<file path="src/hw/rtl/tsp_pkg.sv">
`timescale 1ns / 1ps
// ----------------------------------------------------------------------------
// Segmented tree-PLRU package
// Request and response types, policy and operation codes, and the segment
// thresholds shared by the replacement logic.
// ----------------------------------------------------------------------------
package tsp_pkg;

  typedef enum logic [1:0] {
    MODE_PLRU   = 2'd0,
    MODE_FIXED  = 2'd1,
    MODE_RANDOM = 2'd2
  } policy_e;

  typedef enum logic {
    OP_TOUCH = 1'b0,
    OP_EVICT = 1'b1
  } op_e;

  // Evict segment choice: below the cold limit is cold, below the probation
  // limit is probation, anything else is hot.
  localparam logic [2:0] SEG_COLD_LIMIT = 3'd5;
  localparam logic [2:0] SEG_PROB_LIMIT = 3'd7;

  typedef struct packed {
    logic       op;
    logic [3:0] way;
    logic [2:0] segment_rand;
    logic [2:0] walk_rand;
  } req_t;

  typedef struct packed {
    logic       swap_valid;
    logic [3:0] swap_way;
    logic [3:0] victim_way;
  } rsp_t;

endpackage

</file>
<file path="src/hw/rtl/tsp_tree.sv">
`timescale 1ns / 1ps
// ----------------------------------------------------------------------------
// Segmented tree-PLRU: one segment tree
// Walks a heap-ordered PLRU bit tree to a leaf and computes the tree after a
// touch of a given leaf.
// ----------------------------------------------------------------------------
module tsp_tree #(
  parameter int unsigned Depth = 2
) (
  input  logic [(2**Depth)-2:0] tree_i,
  input  logic                  rand_walk_i,
  input  logic [2:0]            walk_rand_i,
  input  logic                  touch_en_i,
  input  logic [Depth-1:0]      touch_leaf_i,
  output logic [Depth-1:0]      leaf_o,
  output logic [(2**Depth)-2:0] tree_o
);

  // The leaf prefix gathered so far selects the node on the next level.
  always_comb begin
    logic [Depth-1:0] node;
    logic [Depth-1:0] pre;
    logic             dir;
    pre = '0;
    for (int l = 0; l < Depth; l++) begin
      node = Depth'((2**l) - 1) + pre;
      dir  = rand_walk_i ? walk_rand_i[l % 3] : tree_i[node];
      pre  = (pre << 1) | Depth'(dir);
    end
    leaf_o = pre;
  end

  // Every ancestor of the touched leaf is pointed away from it.
  always_comb begin
    tree_o = tree_i;
    if (touch_en_i) begin
      for (int l = 0; l < Depth; l++) begin
        for (int j = 0; j < (2**l); j++) begin
          if ((touch_leaf_i >> (Depth - l)) == Depth'(j)) begin
            tree_o[(2**l) - 1 + j] = ~touch_leaf_i[Depth-1-l];
          end
        end
      end
    end
  end

endmodule

</file>
<file path="src/hw/rtl/three_segment_tree_plru.sv">
`timescale 1ns / 1ps
// ----------------------------------------------------------------------------
// Segmented tree-PLRU replacement for one cache set
// Cold, probation and hot segments, each with its own PLRU tree; touches
// promote lines one segment up and evicts pick a victim by random segment.
// ----------------------------------------------------------------------------
// Pipeline: two register stages, the input register and then the response
// register, with the walk and tree update in front of the response register;
// a request leaves the input register only when the response side can take it.
// Throughput: one request per cycle when the response side is not stalled;
// the tree bits written by one request are seen by the very next one.
// Reset: all tree bits clear, policy mode PLRU, both stages empty.
module three_segment_tree_plru #(
  parameter int unsigned WAYS = 16
) (
  input  logic          clk_i,
  input  logic          rst_ni,
  input  logic          req_valid_i,
  output logic          req_ready_o,
  input  tsp_pkg::req_t req_i,
  output logic          rsp_valid_o,
  input  logic          rsp_ready_i,
  output tsp_pkg::rsp_t rsp_o,
  input  logic          cfg_we_i,
  input  logic [1:0]    cfg_wdata_i
);

  import tsp_pkg::*;

  localparam int unsigned Quarter = WAYS / 4;
  localparam int unsigned QD      = $clog2(Quarter);
  localparam int unsigned HD      = QD + 1;
  localparam int unsigned WIdx    = HD + 1;

  logic [1:0] mode_q;

  logic [(2**QD)-2:0] cold_q, cold_d;
  logic [(2**QD)-2:0] prob_q, prob_d;
  logic [(2**HD)-2:0] hot_q, hot_d;

  logic s1_vld_q;
  req_t s1_req_q;
  logic rsp_vld_q;
  rsp_t rsp_q, rsp_d;

  logic out_take;
  logic s1_ready;
  logic fire;

  assign out_take    = !rsp_vld_q || rsp_ready_i;
  assign s1_ready    = !s1_vld_q || out_take;
  assign fire        = s1_vld_q && out_take;
  assign req_ready_o = s1_ready;
  assign rsp_valid_o = rsp_vld_q;
  assign rsp_o       = rsp_q;

  always_ff @(posedge clk_i or negedge rst_ni) begin
    if (!rst_ni) begin
      mode_q <= MODE_PLRU;
    end else if (cfg_we_i) begin
      mode_q <= cfg_wdata_i;
    end
  end

  // Request decode.
  logic            is_touch;
  logic            in_range;
  logic [WIdx-1:0] way_x;
  logic            way_cold;
  logic            way_prob;
  logic            way_hot;
  logic            plru_upd;
  logic            rand_walk;

  assign is_touch  = (s1_req_q.op == OP_TOUCH);
  assign in_range  = (int'(s1_req_q.way) < WAYS);
  assign way_x     = WIdx'(s1_req_q.way);
  assign way_cold  = in_range && (way_x < WIdx'(Quarter));
  assign way_prob  = in_range && !way_cold && !way_x[WIdx-1];
  assign way_hot   = in_range && way_x[WIdx-1];
  assign plru_upd  = fire && is_touch && (mode_q == MODE_PLRU);
  assign rand_walk = (mode_q == MODE_RANDOM);

  logic [QD-1:0] cold_leaf;
  logic [QD-1:0] prob_leaf;
  logic [HD-1:0] hot_leaf;
  logic [HD-1:0] hot_touch_leaf;

  assign hot_touch_leaf = way_hot ? way_x[HD-1:0] : hot_leaf;

  // The cold tree is never touched, so it holds its reset value.
  tsp_tree #(.Depth(QD)) u_cold (
    .tree_i       (cold_q),
    .rand_walk_i  (rand_walk),
    .walk_rand_i  (s1_req_q.walk_rand),
    .touch_en_i   (1'b0),
    .touch_leaf_i (cold_leaf),
    .leaf_o       (cold_leaf),
    .tree_o       (cold_d)
  );

  tsp_tree #(.Depth(QD)) u_prob (
    .tree_i       (prob_q),
    .rand_walk_i  (rand_walk),
    .walk_rand_i  (s1_req_q.walk_rand),
    .touch_en_i   (plru_upd && way_cold),
    .touch_leaf_i (prob_leaf),
    .leaf_o       (prob_leaf),
    .tree_o       (prob_d)
  );

  tsp_tree #(.Depth(HD)) u_hot (
    .tree_i       (hot_q),
    .rand_walk_i  (rand_walk),
    .walk_rand_i  (s1_req_q.walk_rand),
    .touch_en_i   (plru_upd && (way_prob || way_hot)),
    .touch_leaf_i (hot_touch_leaf),
    .leaf_o       (hot_leaf),
    .tree_o       (hot_d)
  );

  always_comb begin
    rsp_d = '0;
    if (!is_touch) begin
      if (s1_req_q.segment_rand < SEG_COLD_LIMIT) begin
        rsp_d.victim_way = 4'(WIdx'({2'b00, cold_leaf}));
      end else if (s1_req_q.segment_rand < SEG_PROB_LIMIT) begin
        rsp_d.victim_way = 4'(WIdx'({2'b01, prob_leaf}));
      end else begin
        rsp_d.victim_way = 4'(WIdx'({1'b1, hot_leaf}));
      end
    end else if (way_cold) begin
      rsp_d.swap_valid = 1'b1;
      rsp_d.swap_way   = 4'(WIdx'({2'b01, prob_leaf}));
    end else if (way_prob) begin
      rsp_d.swap_valid = 1'b1;
      rsp_d.swap_way   = 4'(WIdx'({1'b1, hot_leaf}));
    end
  end

  always_ff @(posedge clk_i or negedge rst_ni) begin
    if (!rst_ni) begin
      cold_q <= '0;
      prob_q <= '0;
      hot_q  <= '0;
    end else if (fire) begin
      cold_q <= cold_d;
      prob_q <= prob_d;
      hot_q  <= hot_d;
    end
  end

  always_ff @(posedge clk_i or negedge rst_ni) begin
    if (!rst_ni) begin
      s1_vld_q  <= 1'b0;
      rsp_vld_q <= 1'b0;
    end else begin
      if (s1_ready) begin
        s1_vld_q <= req_valid_i;
      end
      if (out_take) begin
        rsp_vld_q <= s1_vld_q;
      end
    end
  end

  always_ff @(posedge clk_i) begin
    if (req_valid_i && s1_ready) begin
      s1_req_q <= req_i;
    end
    if (fire) begin
      rsp_q <= rsp_d;
    end
  end

endmodule
</file>
<file path="config.mk">
export PLATFORM = sky130hd
export DESIGN_NAME = three_segment_tree_plru
export DESIGN_NICKNAME = d
export VERILOG_FILES = /design/src/hw/rtl/tsp_pkg.sv /design/src/hw/rtl/tsp_tree.sv /design/src/hw/rtl/three_segment_tree_plru.sv
export SDC_FILE = /design/constraint.sdc
export NUM_CORES = 1
export LEC_CHECK = 0
export BUFFER_PORTS_ARGS = -buffer_cell sky130_fd_sc_hd__buf_2
export CORE_MARGIN = 5
export CORE_UTILIZATION = 45
export CTS_CLUSTER_SIZE = 40
export DETAILED_ROUTE_END_ITERATION = 8
export GPL_TIMING_DRIVEN = 1
export HOLD_SLACK_MARGIN = 0.05
export PLACE_DENSITY_LB_ADDON = 0.1
export SYNTH_ARGS = -nofsm -noshare
export SYNTH_HDL_FRONTEND = slang
export SYNTH_SLANG_ARGS = --single-unit
</file>
<file path="constraint.sdc">
create_clock -name clk_i -period 6.67 [get_ports clk_i]
set_input_delay 1.0005 -clock clk_i [delete_from_list [all_inputs] [get_ports clk_i]]
set_output_delay 1.0005 -clock clk_i [all_outputs]
set_load 0.05 [all_outputs]
</file>
==> flow_summary_export.csv <==
group,metric,value,unit
outcome,outcome,"completed",
cells_and_area,drive_gt1_frac,0.307,
timing,hold_violations,0,
die,rows,22,
synth,ys_seq_area_frac,0.570,
worst_setup_path,critPathCaptureType,"register",
worst_hold_path,hold_end,"rsp_valid_o",
route,highest_layer,"met4",
pwr,worst_ir_drop_vdd,0.000140,V
worst_setup_path,path_max_fanout,8,
cts,clk_pin_slew_worst_paths,0.07,ns
die,core,3630,um^2
route,post_drt_via_cell_ratio,5.53,
global_routing,grt_max_degree,17,
pwr,power_density,332,nW/um^2
synth,yosysUniqueCellTypes,40,
worst_setup_path,r2r_start,"mode_q[0]",
route,wl_met3,213,um
cts,cts_tree,"yes",
synth,syn_nets,156,
die,start_util,0.459,
worst_setup_path,startpoint_type,"register",
cts,numCtsBuffers,5,
synth,synthArstFlopShare,0.412,
worst_setup_path,reg2reg_depth,8,
cts,clock_latency,0.28,ns
timing,skew,0.00316,ns
route,firstDrtPassIters,4,
placement,hpwlAfterDp,2.52,mm
timing,tightest_slew,0.657,ns
worst_setup_path,crit_chain,"nand2b_1 > a21oi_1 > ha_1 > mux2i_1 > mux2_1 > o32ai_2 > a21oi_2 > a2111oi_2",
global_routing,overflow,0,
route,vias,1183,
timing,rsz0062_at_grt,"false",
cells_and_area,area_growth,15.9,%
timing,max_freq,334,MHz
cts,cts_resized,0,
cts,postCtsSetupBuffers,0,
route,routedWlPerCell,15.7,um
worst_setup_path,path_class,"reg -> reg",
route,drt-initial-drc-count,73,
timing,setup_violations,0,
synth,synth-edff-count,20,
synth,ys_seq_elements,34,
cells_and_area,n_antenna_cell,0,
route,detail-route-antenna-nets,0,
worst_hold_path,hp-class,"reg -> reg",
worst_setup_path,max_stage_delay,0.45,ns
cts,htreeDepth,2,
worst_setup_path,arrival,3.07,ns
worst_hold_path,worstHoldStart,"s1_vld_q",
pwr,p_leak,0.783,nW
die,die_h,70.9,um
cts,cts_sinks,34,
die,dieArea,5030,um^2
worst_setup_path,slowest_stage,"a21oi_1",
timing,relSlewSlack,0.561,
route,wirelength,3.35,mm
worst_setup_path,cp_num_cells,8,
global_routing,grt_pass1_wl,5.72,mm
cts,hold_buffers,0,
worst_setup_path,cp.required,6.75,ns
worst_setup_path,path_buf_inv,0,
placement,io_buffer_count,28,
timing,slew_violations,0,
placement,place.gp.congestion,0.831,
global_routing,grtUsageTotal,0.144,
worst_setup_path,critical-path-top-delay-family,"compound AO/OA/AOI/OAI gates",
timing,tns,0,ns
route,met2_length,1.61,mm
global_routing,grt_pass1_vias,1192,
worst_setup_path,rrSetupSlack,3.68,ns
job,maxCapViolCount,0,
synth,ys_warn_count,0,
cts,clock-root-buffer,"clkbuf_8",
die,io_pins,29,
worst_hold_path,hold_path_depth,1,
synth,syn_area_per_cell,12.2,um^2
global_routing,antenna_found_initial,0,
timing,final.period_utilization,0.449,
synth,synth_cells,137,
route,met1_length,1.49,mm
route,drcViolationCount,0,
worst_setup_path,r2r_end,"rsp_o[4]",
timing,hold_slack,0.487,ns
synth,synthFlopType,"edfxtp_1",
die,die_w,70.9,um
cts,clk_path_buf_depth,2,
timing,fin_crit,2.99,ns
cells_and_area,layout.nets,184,
synth,syn_area,1670,um^2
cells_and_area,fill_cells,336,
-- cells in the final DEF (no fill, tap or decap), types with 2 or more instances in the layout --
master    Yosys  routed
buf_2         0      28
edfxtp_1     20      20
dfrtp_1      14      14
mux2_2       10      10
a21oi_1       9       9
nor2_1        8       8
nand2_1       8       8
nand2b_1      7       7
clkbuf_8      0       5
mux2i_1       4       4
a21o_1        4       4
nand3_1       4       4
and2_1        3       3
o21ai_0       3       3
nor2b_1       3       3
o211ai_1      3       3
a31oi_1       3       3
nor4_1        2       2
a21oi_2       2       2
a211oi_1      2       2
inv_1         2       2
clkbuf_1      5       2
-- layout make-up --
type / instances / area (um^2) / share of cell area
Clock buffer: 7 / 76.3 / 0.0395
Sequential cell: 34 / 951 / 0.492
Tap cell: 48 / 60.1 / 0.0310
Clock inverter: 1 / 30.0 / 0.0155
Timing Repair Buffer: 28 / 140 / 0.0724
Multi-Input combinational cell: 94 / 669 / 0.346
Inverter: 2 / 7.51 / 0.00388
-- state kept, by name, summed over array words and instances (netlist names) --
signal       count
rsp_o            9
hot_q            7
s1_req_q         7
way_x            4
prob_q           3
mode_q           2
rsp_valid_o      1
s1_vld_q         1
-- worst register-to-register path, cell delays in order, from the launching register on --
cell and delay, ns:
dfrtp_1 0.43, nand2b_1 0.32, a21oi_1 0.45, ha_1 0.36, mux2i_1 0.14, mux2_1 0.30
o32ai_2 0.28, a21oi_2 0.10, a2111oi_2 0.41
-- Yosys cell counts (2+ instances only) --
cell type | number | area, um^2
inv_1 | 2 | 7.51
dfrtp_1 | 14 | 350
nor4_1 | 2 | 12.5
edfxtp_1 | 20 | 601
nand2_1 | 8 | 30.0
o21ai_0 | 3 | 15.0
and2_1 | 3 | 18.8
nand2b_1 | 7 | 43.8
nor2b_1 | 3 | 18.8
a21oi_1 | 9 | 45.0
nand3_1 | 4 | 20.0
a21o_1 | 4 | 30.0
buf_6 | 2 | 22.5
clkbuf_1 | 5 | 18.8
mux2i_1 | 4 | 40.0
nor2_1 | 8 | 30.0
o211ai_1 | 3 | 22.5
mux2_2 | 10 | 113
a21oi_2 | 2 | 17.5
a211oi_1 | 2 | 15.0
a31oi_1 | 3 | 18.8
-- cells by family after synthesis --
logic type,Yosys count,synth area share
simple gates,42,0.139
compound gates,36,0.157
flops,34,0.570
mux,15,0.0982
buf+inv,9,0.0292
fa+ha+maj,1,0.00750
-- how the worst max path moves through the flow --
stage                     startpoint       end
after floorplan            mode_q[0]  rsp_o[4]
after global placement     mode_q[0]  rsp_o[4]
after detailed placement   mode_q[0]  rsp_o[4]
after CTS                  mode_q[0]  rsp_o[4]
after global routing       mode_q[0]  rsp_o[4]
final                      mode_q[0]  rsp_o[4]
-- metal layers --
layer  up-vias  track usage
met5         -            0
met4         0       0.0564
met3         8       0.0412
met2        45        0.229
met1       559        0.186
li1        571            -
-- metrics by stage --
| step | instance area (um^2) | util | worst slack [ns] | power, mW | std cells |
|---|---|---|---|---|---|
| 2_1_floorplan | 1670 | - | 4.19 | 0.426 | 137 |
| 3_3_place_gp | 1830 | 0.503 | 3.68 | 0.457 | 206 |
| 3_5_place_dp | 1830 | 0.503 | 3.70 | 0.463 | 206 |
| 4_1_cts | 1930 | 0.532 | 3.66 | 0.645 | 214 |
| 5_1_grt | 1930 | 0.532 | 3.48 | 0.678 | 214 |
| 6_report | 1930 | 0.532 | 3.68 | 0.642 | 214 |
-- power by group --
part | total [mW] | internal (mW) | leakage, nW | switching (mW)
Clock | 0.182 | 0.112 | 0.0524 | 0.0707
Sequential | 0.294 | 0.260 | 0.366 | 0.0338
Combinational | 0.166 | 0.0737 | 0.364 | 0.0920
(Power assumes the default switching activity.)
